**src/rtl/dtst_pkg.sv**
```systemverilog
package dtst_pkg;

    localparam int CELL_W          = 32;
    localparam int OFFSET_BITS     = 20;
    localparam int DEPTH_W         = 8;
    localparam int COUNT_W         = 20;
    localparam int KIND_W          = 4;
    localparam int CFG_W           = 20;
    localparam int S_TDATA_W       = 32;
    localparam int S_TUSER_W       = 1;
    localparam int M_TDATA_W       = 160;
    localparam int STACK_DEPTH_DEF = 16;

    localparam logic [CELL_W-1:0] TK_BEGIN = 32'h0000_0001;
    localparam logic [CELL_W-1:0] TK_ENDN  = 32'h0000_0002;
    localparam logic [CELL_W-1:0] TK_PROP  = 32'h0000_0003;
    localparam logic [CELL_W-1:0] TK_NOP   = 32'h0000_0004;
    localparam logic [CELL_W-1:0] TK_END   = 32'h0000_0009;

    localparam logic [KIND_W-1:0] KIND_NOP         = 4'd0;
    localparam logic [KIND_W-1:0] KIND_BEGIN       = 4'd1;
    localparam logic [KIND_W-1:0] KIND_NAME        = 4'd2;
    localparam logic [KIND_W-1:0] KIND_ENDNODE     = 4'd3;
    localparam logic [KIND_W-1:0] KIND_PROP        = 4'd4;
    localparam logic [KIND_W-1:0] KIND_LENGTH      = 4'd5;
    localparam logic [KIND_W-1:0] KIND_NAMEOFF     = 4'd6;
    localparam logic [KIND_W-1:0] KIND_VALUE       = 4'd7;
    localparam logic [KIND_W-1:0] KIND_END         = 4'd8;
    localparam logic [KIND_W-1:0] KIND_BADTOKEN    = 4'd9;
    localparam logic [KIND_W-1:0] KIND_UNDERFLOW   = 4'd10;
    localparam logic [KIND_W-1:0] KIND_IGNORED     = 4'd11;
    localparam logic [KIND_W-1:0] KIND_ROOTNOTNODE = 4'd12;

    typedef struct packed {
        logic [CELL_W-1:0] cell_req;
        logic              first;
    } item_t;

    typedef struct packed {
        logic [KIND_W-1:0]      kind;
        logic [OFFSET_BITS-1:0] cell_offset;
        logic [DEPTH_W-1:0]     depth;
        logic [OFFSET_BITS-1:0] node_offset;
        logic [OFFSET_BITS-1:0] parent_offset;
        logic                   parent_known;
        logic [CELL_W-1:0]      prop_length;
        logic [CELL_W-1:0]      prop_name_offset;
        logic [COUNT_W-1:0]     value_index;
        logic                   value_last;
    } result_t;

endpackage

```
**src/rtl/dtst_in_stage.sv**
```systemverilog
module dtst_in_stage (
    input  logic                                aclk,
    input  logic                                aresetn,
    input  logic                                s_valid,
    output logic                                s_ready,
    input  logic [dtst_pkg::S_TDATA_W-1:0]      s_data,
    input  logic [dtst_pkg::S_TUSER_W-1:0]      s_user,
    input  logic                                advance,
    output logic                                item_valid,
    output dtst_pkg::item_t                     item
);
    import dtst_pkg::*;

    logic  valid_reg;
    logic  valid_next;
    item_t item_reg;

    assign s_ready    = !valid_reg || advance;
    assign valid_next = s_ready ? s_valid : valid_reg;

    always_ff @(posedge aclk) begin
        if (!aresetn) begin
            valid_reg <= 1'b0;
        end else begin
            valid_reg <= valid_next;
        end
    end

    always_ff @(posedge aclk) begin
        if (s_ready && s_valid) begin
            item_reg.cell_req <= s_data[CELL_W-1:0];
            item_reg.first    <= s_user[0];
        end
    end

    assign item_valid = valid_reg;
    assign item       = item_reg;

endmodule

```
**src/rtl/dtst_walker.sv**
```systemverilog
module dtst_walker #(
    parameter int STACK_DEPTH = dtst_pkg::STACK_DEPTH_DEF
) (
    input  logic                          aclk,
    input  logic                          aresetn,
    input  logic                          cfg_we,
    input  logic [dtst_pkg::CFG_W-1:0]    cfg_data,
    input  logic                          item_fire,
    input  dtst_pkg::item_t               item,
    output dtst_pkg::result_t             result
);
    import dtst_pkg::*;

    localparam logic [2:0] PH_ROOT    = 3'd0;
    localparam logic [2:0] PH_TOKEN   = 3'd1;
    localparam logic [2:0] PH_NAME    = 3'd2;
    localparam logic [2:0] PH_LEN     = 3'd3;
    localparam logic [2:0] PH_NAMEOFF = 3'd4;
    localparam logic [2:0] PH_VALUE   = 3'd5;
    localparam logic [2:0] PH_DONE    = 3'd6;

    localparam logic [DEPTH_W-1:0]     STACK_LIM    = DEPTH_W'(STACK_DEPTH);
    localparam logic [DEPTH_W-1:0]     STACK_LIM_P1 = DEPTH_W'(STACK_DEPTH + 1);
    localparam logic [DEPTH_W-1:0]     DEPTH_MAX    = '1;
    localparam logic [OFFSET_BITS-1:0] POS_MAX      = '1;
    localparam logic [COUNT_W-1:0]     COUNT_MAX    = '1;

    logic [CFG_W-1:0]       struct_cells_reg;
    logic [2:0]             phase_reg, phase_next;
    logic [OFFSET_BITS-1:0] position_reg, position_next;
    logic [DEPTH_W-1:0]     nesting_reg, nesting_next;
    logic [OFFSET_BITS-1:0] current_reg, current_next;
    logic                   node_valid_reg, node_valid_next;
    logic [COUNT_W-1:0]     cells_left_reg, cells_left_next;
    logic [COUNT_W-1:0]     value_count_reg, value_count_next;
    logic [CELL_W-1:0]      held_length_reg, held_length_next;
    logic [CELL_W-1:0]      held_name_reg, held_name_next;
    logic [OFFSET_BITS-1:0] stack_reg  [STACK_DEPTH];
    logic [OFFSET_BITS-1:0] stack_next [STACK_DEPTH];

    // walk state with a restart applied
    logic [2:0]             ph;
    logic [OFFSET_BITS-1:0] pos;
    logic [DEPTH_W-1:0]     nest;
    logic [OFFSET_BITS-1:0] cur;
    logic                   nv;
    logic [COUNT_W-1:0]     cl;
    logic [COUNT_W-1:0]     vc;
    logic [CELL_W-1:0]      hl;
    logic [CELL_W-1:0]      hn;

    logic [CELL_W-1:0]      cell_word;
    logic                   in_range;
    logic                   do_open;
    logic                   do_close;
    logic                   zero_byte;
    logic [CELL_W:0]        len_cells;
    logic [KIND_W-1:0]      kind;
    logic [COUNT_W-1:0]     vidx;
    logic                   vlast;
    logic                   parent_known;
    logic                   is_prop;

    assign cell_word = item.cell_req;
    assign zero_byte = (cell_word[31:24] == 8'h00) || (cell_word[23:16] == 8'h00) ||
                       (cell_word[15:8] == 8'h00) || (cell_word[7:0] == 8'h00);
    assign len_cells = ({1'b0, cell_word} + (CELL_W + 1)'(3)) >> 2;

    always_comb begin
        ph  = item.first ? PH_ROOT : phase_reg;
        pos = item.first ? '0 : position_reg;
        nest = item.first ? '0 : nesting_reg;
        cur = item.first ? '0 : current_reg;
        nv  = item.first ? 1'b0 : node_valid_reg;
        cl  = item.first ? '0 : cells_left_reg;
        vc  = item.first ? '0 : value_count_reg;
        hl  = item.first ? '0 : held_length_reg;
        hn  = item.first ? '0 : held_name_reg;

        phase_next       = ph;
        nesting_next     = nest;
        current_next     = cur;
        node_valid_next  = nv;
        cells_left_next  = cl;
        value_count_next = vc;
        held_length_next = hl;
        held_name_next   = hn;
        stack_next       = stack_reg;
        kind             = KIND_IGNORED;
        vidx             = '0;
        vlast            = 1'b0;
        do_open          = 1'b0;
        do_close         = 1'b0;

        in_range = (pos < struct_cells_reg) && (pos != POS_MAX);

        if (in_range) begin
            unique case (ph)
                PH_ROOT: begin
                    if (cell_word == TK_NOP) begin
                        kind = KIND_NOP;
                    end else if (cell_word == TK_BEGIN) begin
                        kind    = KIND_BEGIN;
                        do_open = 1'b1;
                    end else begin
                        kind       = KIND_ROOTNOTNODE;
                        phase_next = PH_DONE;
                    end
                end
                PH_TOKEN: begin
                    if (cell_word == TK_NOP) begin
                        kind = KIND_NOP;
                    end else if (cell_word == TK_BEGIN) begin
                        kind    = KIND_BEGIN;
                        do_open = 1'b1;
                    end else if (cell_word == TK_ENDN) begin
                        if (nest == '0) begin
                            kind       = KIND_UNDERFLOW;
                            phase_next = PH_DONE;
                        end else begin
                            kind     = KIND_ENDNODE;
                            do_close = 1'b1;
                        end
                    end else if (cell_word == TK_PROP) begin
                        kind             = KIND_PROP;
                        held_length_next = '0;
                        held_name_next   = '0;
                        phase_next       = PH_LEN;
                    end else if (cell_word == TK_END) begin
                        kind       = KIND_END;
                        phase_next = PH_DONE;
                    end else begin
                        kind       = KIND_BADTOKEN;
                        phase_next = PH_DONE;
                    end
                end
                PH_NAME: begin
                    kind = KIND_NAME;
                    if (zero_byte) begin
                        phase_next = PH_TOKEN;
                    end
                end
                PH_LEN: begin
                    kind             = KIND_LENGTH;
                    held_length_next = cell_word;
                    cells_left_next  = (len_cells > (CELL_W + 1)'(COUNT_MAX)) ?
                                       COUNT_MAX : len_cells[COUNT_W-1:0];
                    phase_next       = PH_NAMEOFF;
                end
                PH_NAMEOFF: begin
                    kind             = KIND_NAMEOFF;
                    held_name_next   = cell_word;
                    value_count_next = '0;
                    phase_next       = (cl != '0) ? PH_VALUE : PH_TOKEN;
                end
                PH_VALUE: begin
                    kind             = KIND_VALUE;
                    vidx             = vc;
                    vlast            = (cl <= COUNT_W'(1));
                    cells_left_next  = (cl != '0) ? cl - COUNT_W'(1) : cl;
                    value_count_next = vc + COUNT_W'(1);
                    if (cells_left_next == '0) begin
                        phase_next = PH_TOKEN;
                    end
                end
                default: begin
                    kind = KIND_IGNORED;
                end
            endcase
        end

        // stack kept top-first: entry 0 is the innermost stacked node
        if (do_open) begin
            if (nest < STACK_LIM) begin
                stack_next[0] = pos;
                for (int i = 1; i < STACK_DEPTH; i++) begin
                    stack_next[i] = stack_reg[i-1];
                end
            end
            nesting_next    = (nest != DEPTH_MAX) ? nest + DEPTH_W'(1) : nest;
            current_next    = pos;
            node_valid_next = 1'b1;
            phase_next      = PH_NAME;
        end

        if (do_close) begin
            nesting_next = nest - DEPTH_W'(1);
            if (nest <= STACK_LIM) begin
                for (int i = 0; i < STACK_DEPTH - 1; i++) begin
                    stack_next[i] = stack_reg[i+1];
                end
            end
            if ((nesting_next != '0) && (nesting_next <= STACK_LIM)) begin
                current_next    = (nest <= STACK_LIM) ? stack_reg[1] : stack_reg[0];
                node_valid_next = 1'b1;
            end else begin
                current_next    = '0;
                node_valid_next = 1'b0;
            end
        end

        position_next = (pos != POS_MAX) ? pos + OFFSET_BITS'(1) : pos;

        parent_known = node_valid_next && (nesting_next >= DEPTH_W'(2)) &&
                       (nesting_next <= STACK_LIM_P1);
        is_prop      = kind inside {KIND_PROP, KIND_LENGTH, KIND_NAMEOFF, KIND_VALUE};

        result.kind             = kind;
        result.cell_offset      = pos;
        result.depth            = nesting_next;
        result.node_offset      = (node_valid_next && (nesting_next != '0)) ?
                                  current_next : '0;
        result.parent_offset    = !parent_known ? '0 :
                                  (nesting_next <= STACK_LIM) ? stack_next[1] : stack_next[0];
        result.parent_known     = parent_known;
        result.prop_length      = is_prop ? held_length_next : '0;
        result.prop_name_offset = is_prop ? held_name_next : '0;
        result.value_index      = vidx;
        result.value_last       = vlast;
    end

    always_ff @(posedge aclk) begin
        if (!aresetn) begin
            struct_cells_reg <= '0;
            phase_reg        <= PH_ROOT;
            position_reg     <= '0;
            nesting_reg      <= '0;
            current_reg      <= '0;
            node_valid_reg   <= 1'b0;
            cells_left_reg   <= '0;
            value_count_reg  <= '0;
            held_length_reg  <= '0;
            held_name_reg    <= '0;
        end else begin
            if (cfg_we) begin
                struct_cells_reg <= cfg_data;
            end
            if (item_fire) begin
                phase_reg       <= phase_next;
                position_reg    <= position_next;
                nesting_reg     <= nesting_next;
                current_reg     <= current_next;
                node_valid_reg  <= node_valid_next;
                cells_left_reg  <= cells_left_next;
                value_count_reg <= value_count_next;
                held_length_reg <= held_length_next;
                held_name_reg   <= held_name_next;
            end
        end
    end

    always_ff @(posedge aclk) begin
        if (item_fire) begin
            stack_reg <= stack_next;
        end
    end

endmodule

```
**src/rtl/dtst_out_stage.sv**
```systemverilog
module dtst_out_stage (
    input  logic              aclk,
    input  logic              aresetn,
    input  logic              item_valid,
    input  dtst_pkg::result_t result,
    output logic              advance,
    output logic              m_valid,
    input  logic              m_ready,
    output dtst_pkg::result_t m_result
);
    import dtst_pkg::*;

    logic    valid_reg;
    logic    valid_next;
    result_t result_reg;

    assign advance    = !valid_reg || m_ready;
    assign valid_next = advance ? item_valid : valid_reg;

    always_ff @(posedge aclk) begin
        if (!aresetn) begin
            valid_reg <= 1'b0;
        end else begin
            valid_reg <= valid_next;
        end
    end

    always_ff @(posedge aclk) begin
        if (advance && item_valid) begin
            result_reg <= result;
        end
    end

    assign m_valid  = valid_reg;
    assign m_result = result_reg;

endmodule

```
**src/rtl/devicetree_structure_tokenizer_unit.sv**
```systemverilog
// channel   direction  handshake                     payload
// s_axis    in         s_axis_tvalid/s_axis_tready   tdata cell_req, tuser first
// m_axis    out        m_axis_tvalid/m_axis_tready   tdata fields, tuser kind, tlast value_last
// cfg       in         cfg_valid/cfg_ready           cfg_data struct_cells
//
// one cell per clock while m_axis is not stalled; an input transaction passes through the cell register,
// then the classify/stack update logic, then the result register, which drives m_axis
// aresetn is synchronous, active low; clears the walk state and struct_cells
// cfg_ready is always high
// a stalled m_axis holds its result; s_axis keeps accepting while the cell register can move
module devicetree_structure_tokenizer_unit #(
    parameter int STACK_DEPTH = dtst_pkg::STACK_DEPTH_DEF
) (
    input  logic                               aclk,
    input  logic                               aresetn,

    input  logic                               s_axis_tvalid,
    output logic                               s_axis_tready,
    // cell_req[31:0]
    input  logic [dtst_pkg::S_TDATA_W-1:0]     s_axis_tdata,
    // first[0]
    input  logic [dtst_pkg::S_TUSER_W-1:0]     s_axis_tuser,

    output logic                               m_axis_tvalid,
    input  logic                               m_axis_tready,
    // cell_offset[19:0], depth[27:20], node_offset[47:28], parent_offset[67:48],
    // parent_known[68], prop_length[100:69], prop_name_offset[132:101],
    // value_index[152:133], zero[159:153]
    output logic [dtst_pkg::M_TDATA_W-1:0]     m_axis_tdata,
    // kind[3:0]
    output logic [dtst_pkg::KIND_W-1:0]        m_axis_tuser,
    output logic                               m_axis_tlast,

    input  logic                               cfg_valid,
    output logic                               cfg_ready,
    input  logic [dtst_pkg::CFG_W-1:0]         cfg_data
);
    import dtst_pkg::*;

    localparam int PACK_W = OFFSET_BITS + DEPTH_W + OFFSET_BITS + OFFSET_BITS + 1 +
                            CELL_W + CELL_W + COUNT_W;

    logic    advance;
    logic    item_valid;
    item_t   item;
    result_t result;
    result_t m_result;

    assign cfg_ready = 1'b1;

    dtst_in_stage u_in_stage (
        .aclk       (aclk),
        .aresetn    (aresetn),
        .s_valid    (s_axis_tvalid),
        .s_ready    (s_axis_tready),
        .s_data     (s_axis_tdata),
        .s_user     (s_axis_tuser),
        .advance    (advance),
        .item_valid (item_valid),
        .item       (item)
    );

    dtst_walker #(
        .STACK_DEPTH (STACK_DEPTH)
    ) u_walker (
        .aclk      (aclk),
        .aresetn   (aresetn),
        .cfg_we    (cfg_valid && cfg_ready),
        .cfg_data  (cfg_data),
        .item_fire (item_valid && advance),
        .item      (item),
        .result    (result)
    );

    dtst_out_stage u_out_stage (
        .aclk       (aclk),
        .aresetn    (aresetn),
        .item_valid (item_valid),
        .result     (result),
        .advance    (advance),
        .m_valid    (m_axis_tvalid),
        .m_ready    (m_axis_tready),
        .m_result   (m_result)
    );

    assign m_axis_tdata = {(M_TDATA_W - PACK_W)'(0),
                           m_result.value_index,
                           m_result.prop_name_offset,
                           m_result.prop_length,
                           m_result.parent_known,
                           m_result.parent_offset,
                           m_result.node_offset,
                           m_result.depth,
                           m_result.cell_offset};
    assign m_axis_tuser = m_result.kind;
    assign m_axis_tlast = m_result.value_last;

endmodule

```
**config.mk**
```make
export PLATFORM = sky130hd
export DESIGN_NAME = devicetree_structure_tokenizer_unit
export DESIGN_NICKNAME = d
export VERILOG_FILES = /design/src/rtl/dtst_pkg.sv /design/src/rtl/dtst_in_stage.sv /design/src/rtl/dtst_walker.sv /design/src/rtl/dtst_out_stage.sv /design/src/rtl/devicetree_structure_tokenizer_unit.sv
export SDC_FILE = /design/constraint.sdc
export NUM_CORES = 1
export LEC_CHECK = 0
export BUFFER_PORTS_ARGS = -buffer_cell sky130_fd_sc_hd__buf_2
export CAP_MARGIN = 20
export CORE_MARGIN = 2
export CORE_UTILIZATION = 57
export DETAILED_ROUTE_END_ITERATION = 8
export PLACE_DENSITY = 0.76
export SLEW_MARGIN = 0
export SYNTH_ARGS = -nofsm -noshare
export SYNTH_HDL_FRONTEND = slang
export SYNTH_SLANG_ARGS = --single-unit
```
**constraint.sdc**
```tcl
create_clock -name aclk -period 49.1 [get_ports aclk]
set_input_delay 7.365 -clock aclk [delete_from_list [all_inputs] [get_ports aclk]]
set_output_delay 7.365 -clock aclk [all_outputs]
set_load 0.005 [all_outputs]
```
==> results <==
- The number of buffers created by CTS is 74.
- In this run the critical register-to-register path is captured at u_walker.stack_reg[25]$_DFFE_PP_.
- Clock tree synthesis selected as its root buffer the cell sky130_fd_sc_hd__clkbuf_16.
- The post-route netlist has about 12% of its cells at a drive strength greater than 1.
- The worst register-to-register path begins at u_in_stage.item[0]$_DFFE_PP_.
- The register with the most flip-flops in the layout has 320 of them.
- The post-layout worst setup margin is roughly 34 ns.
- Before CTS, the worst setup slack after placement is about 34 ns.
- In the synthesized netlist the async set-or-reset flop fraction comes to 0%.
- The routed wire length is approximately 85 mm.
- The minimum clock period after layout is 15.28 ns.
- STA puts the critical path data required time at around 42 ns.
- STA classifies the critical path startpoint as an input pin.
- The number of clock sinks seen by CTS is 689.
- The cell count after synthesis came out at around 3,300.
- The maximum clock frequency is between 60 and 70 MHz.
- In this run the horizontal extent of the chip is ~250 um.
- The number of hold buffers added after cts is 0.
- After clock tree synthesis, the clock-pin slew on the worst setup and hold paths is 0.06 ns.
- The I/O pin count is between 200 and 250.
- The buffer depth of the longest clock path is 3.
- The mean instance size in the synthesized netlist is about 10 um2.
- The pin count of the biggest net entering global routing is about 270.
- The total half-perimeter wirelength after legalization and detailed placement is 54.04 mm.
- The clock insertion delay at the later pin of the skew report is roughly 0.63 ns.
- The biggest area contributor in the post-synthesis netlist is sky130_fd_sc_hd__edfxtp_1.
- The number of antenna violations at the first check in global routing is 0.
- The worst hold path begins at u_walker.stack_reg[38]$_DFFE_PP_.
- After synthesis the cells add up to between 30,000 and 40,000 um2.
- The number of slew-limit violations in the final report is 0.
- In this run the register-to-register setup slack is ~42 ns.
- The number of core rows is just under 90.
- The antenna diode count is 0.
- Headroom to the max-slew limit came out at a little under a quarter.
- The number of global-route vias before repair came to ~24,000.
- The maximum ir drop on the vdd rail is approximately 0.000024 V.
- The post-CTS resize count is 0.
- The post-synthesis to final-layout area growth is 11.10%.
- The post-layout net count is between 3,000 and 4,000.
- By area the synthesized netlist is led by sky130_fd_sc_hd__edfxtp_1, sky130_fd_sc_hd__mux2i_1, sky130_fd_sc_hd__dfxtp_1, sky130_fd_sc_hd__nor2_1, sky130_fd_sc_hd__a21oi_1.
- The leakage dissipation is about 11 nW.
- The final number of setup-violating endpoints is 0.
- Summed over all layers, the global routing overflow is 0.
- The sequential area share after synthesis is a little under three fifths.
- The startpoint of the most critical setup path is m_axis_tready.
- Along the worst path, the maximum fanout reaches 4.
- The final hold slack is 0.4833 ns.
- The area inside the core boundary is around 59,000 um2.
- In this run the vertical extent of the chip is approximately 250 um.
- The critical path data arrival time is between 7 and 8 ns.
- The worst reg2reg path depth is 13.
- The first routing iteration left around 2,700 violations.
- The effective utilization at floorplan is ~58%.
- The dominant register cell in the synthesized netlist is sky130_fd_sc_hd__edfxtp_1.
- The area enclosed by the die boundary is between 60,000 and 70,000 um2.
- TritonCTS built the clock tree.
- The power per standard cell area is between 30 and 40 nW/um2.
- The total of warnings raised by yosys is 0.
- The most frequent standard cell in the layout excluding fill and tap cells is sky130_fd_sc_hd__nor2_1.
- Setup total negative slack on the finished layout was measured at 0 ns.
- The number of hold violations in the final report is 0.
- The part of the cycle the worst path needs is between 30% and 40%.
- In this run the biggest area consumer among cell types represents around 45% of the synthesized area.
- The critical path start-end classification is input pin to output pin.
- The number of unique standard cell types used by synthesis is between 80 and 90.
- The flow ran to the end, and the final reports show no timing, DRC or antenna violations.
- The type of element capturing the critical path is an output pin.
- Before antenna repair, the detailed router went through 6 iterations.
- The number of maximum-capacitance violations is 0.
- The post-CTS setup buffer count is 0.
- Setup repair after global routing left no endpoint under its margin.
- The via density per instance is approximately 6.1.
- The H-tree generated during clock tree synthesis spans 3 levels.
- Routability-driven placement finished with a final weighted congestion of 0.8865.
- In this run the remaining antenna-violating nets after routing total 0.
- In the layout the commonest cells are sky130_fd_sc_hd__nor2_1, sky130_fd_sc_hd__edfxtp_1, sky130_fd_sc_hd__a21oi_1.
- The count of flip-flops with a built-in enable after synthesis is 511.
- The final setup skew is between 0.02 and 0.025 ns.
- The total via count after detailed routing is ~26,000.
- The number of register bits inferred by synthesis is slightly below 700.
- The total routing usage reported by global routing is a little over a quarter.
- The transition time at the pin with the least slew margin is between 1 and 1.5 ns.
- The number of buffer cells added on primary ports is between 200 and 250.
- After detailed routing, the average wire length per cell comes to 20.32 um.
- The path with the worst hold slack has its endpoint at u_walker.stack_reg[18]$_DFFE_PP_.
- In the routed design, unresolved DRC markers number 0.
- The hold path depth is 0.
- The path class of the tightest hold or removal check is flip-flop to flip-flop.
- The first global-routing pass estimated about 130 mm of wire.
[synth_stat cells (24+ instances only)]
cell type and count:
sky130_fd_sc_hd__and3_1 37, sky130_fd_sc_hd__nor2_1 619, sky130_fd_sc_hd__buf_4 35, sky130_fd_sc_hd__a21oi_1 375
sky130_fd_sc_hd__edfxtp_1 511, sky130_fd_sc_hd__nor2b_1 39, sky130_fd_sc_hd__inv_1 43, sky130_fd_sc_hd__a22oi_1 139
sky130_fd_sc_hd__nor3_1 40, sky130_fd_sc_hd__mux2i_1 365, sky130_fd_sc_hd__xnor2_1 26, sky130_fd_sc_hd__o21a_1 24
sky130_fd_sc_hd__and2_1 35, sky130_fd_sc_hd__dfxtp_1 178, sky130_fd_sc_hd__nand2_1 129, sky130_fd_sc_hd__clkbuf_1 174
sky130_fd_sc_hd__buf_2 38, sky130_fd_sc_hd__ha_1 26, sky130_fd_sc_hd__o21ai_0 105, sky130_fd_sc_hd__nand3_1 34
[power breakdown]
group          total [mW]  internal [mW]  leakage [nW]  switching [mW]
Clock               0.567          0.335          1.22           0.232
Sequential          0.643          0.634          5.21         0.00940
Combinational      0.0617         0.0182          5.04          0.0435
[logic make-up (layout without fill, tap and decap cells)]
| logic type | Yosys count | in the layout | share of synthesized area, % |
|---|---|---|---|
| simple gates | 1058 | 1058 | 14.16 |
| compound gates | 764 | 764 | 13.50 |
| flops | 689 | 689 | 55.28 |
| mux | 367 | 367 | 10.75 |
| buf+inv | 310 | 443 | 4.079 |
| xor+xnor | 49 | 49 | 1.255 |
| fa+ha+maj | 26 | 26 | 0.9512 |
| other cells | 2 | 8 | 0.02196 |
[area by class of cell]
class	instances	area, um2
inverter	45	178.9
multi-input combinational	2272	13980
tap	773	967.2
fill	4595	21130
clock inverter	32	342.8
clock buffer	106	2127
sequential	689	18910
timing repair buffer	260	1494
[critical path, stage by stage]
cell and delay [ns]:
sky130_fd_sc_hd__buf_2 0.10, sky130_fd_sc_hd__nor2b_1 0.21, sky130_fd_sc_hd__nand2_1 0.10, sky130_fd_sc_hd__buf_2 0.14
[routing by layer]
layer | routed length, um | track usage (%)
met5 | 0 | 0
met4 | 2437 | 9.870
met3 | 5898 | 4.127
met2 | 38090 | 40.80
met1 | 38440 | 39.39
[worst max-delay path by stage]
stage / to / cells after the start / slack [ns]
finish: s_axis_tready / 4 / 33.82
global route: s_axis_tready / 4 / 33.77
CTS: s_axis_tready / 4 / 33.83
detailed placement: s_axis_tready / 4 / 33.83
global placement: s_axis_tready / 4 / 33.81
floorplan: u_walker.stack_reg[0]$_DFFE_PP_ / 7 / 26.13
[stage by stage]
step | std cells | power (mW) | util (%) | area [um2]
floorplan | 3271 | 0.7029 | - | 34220
detailed placement | 4037 | 0.7164 | 59.99 | 35470
global placement | 4036 | 0.7143 | 59.94 | 35440
finish | 4177 | 1.272 | 64.26 | 38000
global route | 4177 | 1.311 | 64.26 | 38000
CTS | 4175 | 1.279 | 64.17 | 37940
No activity file was read; power rests on OpenSTA's default activity.
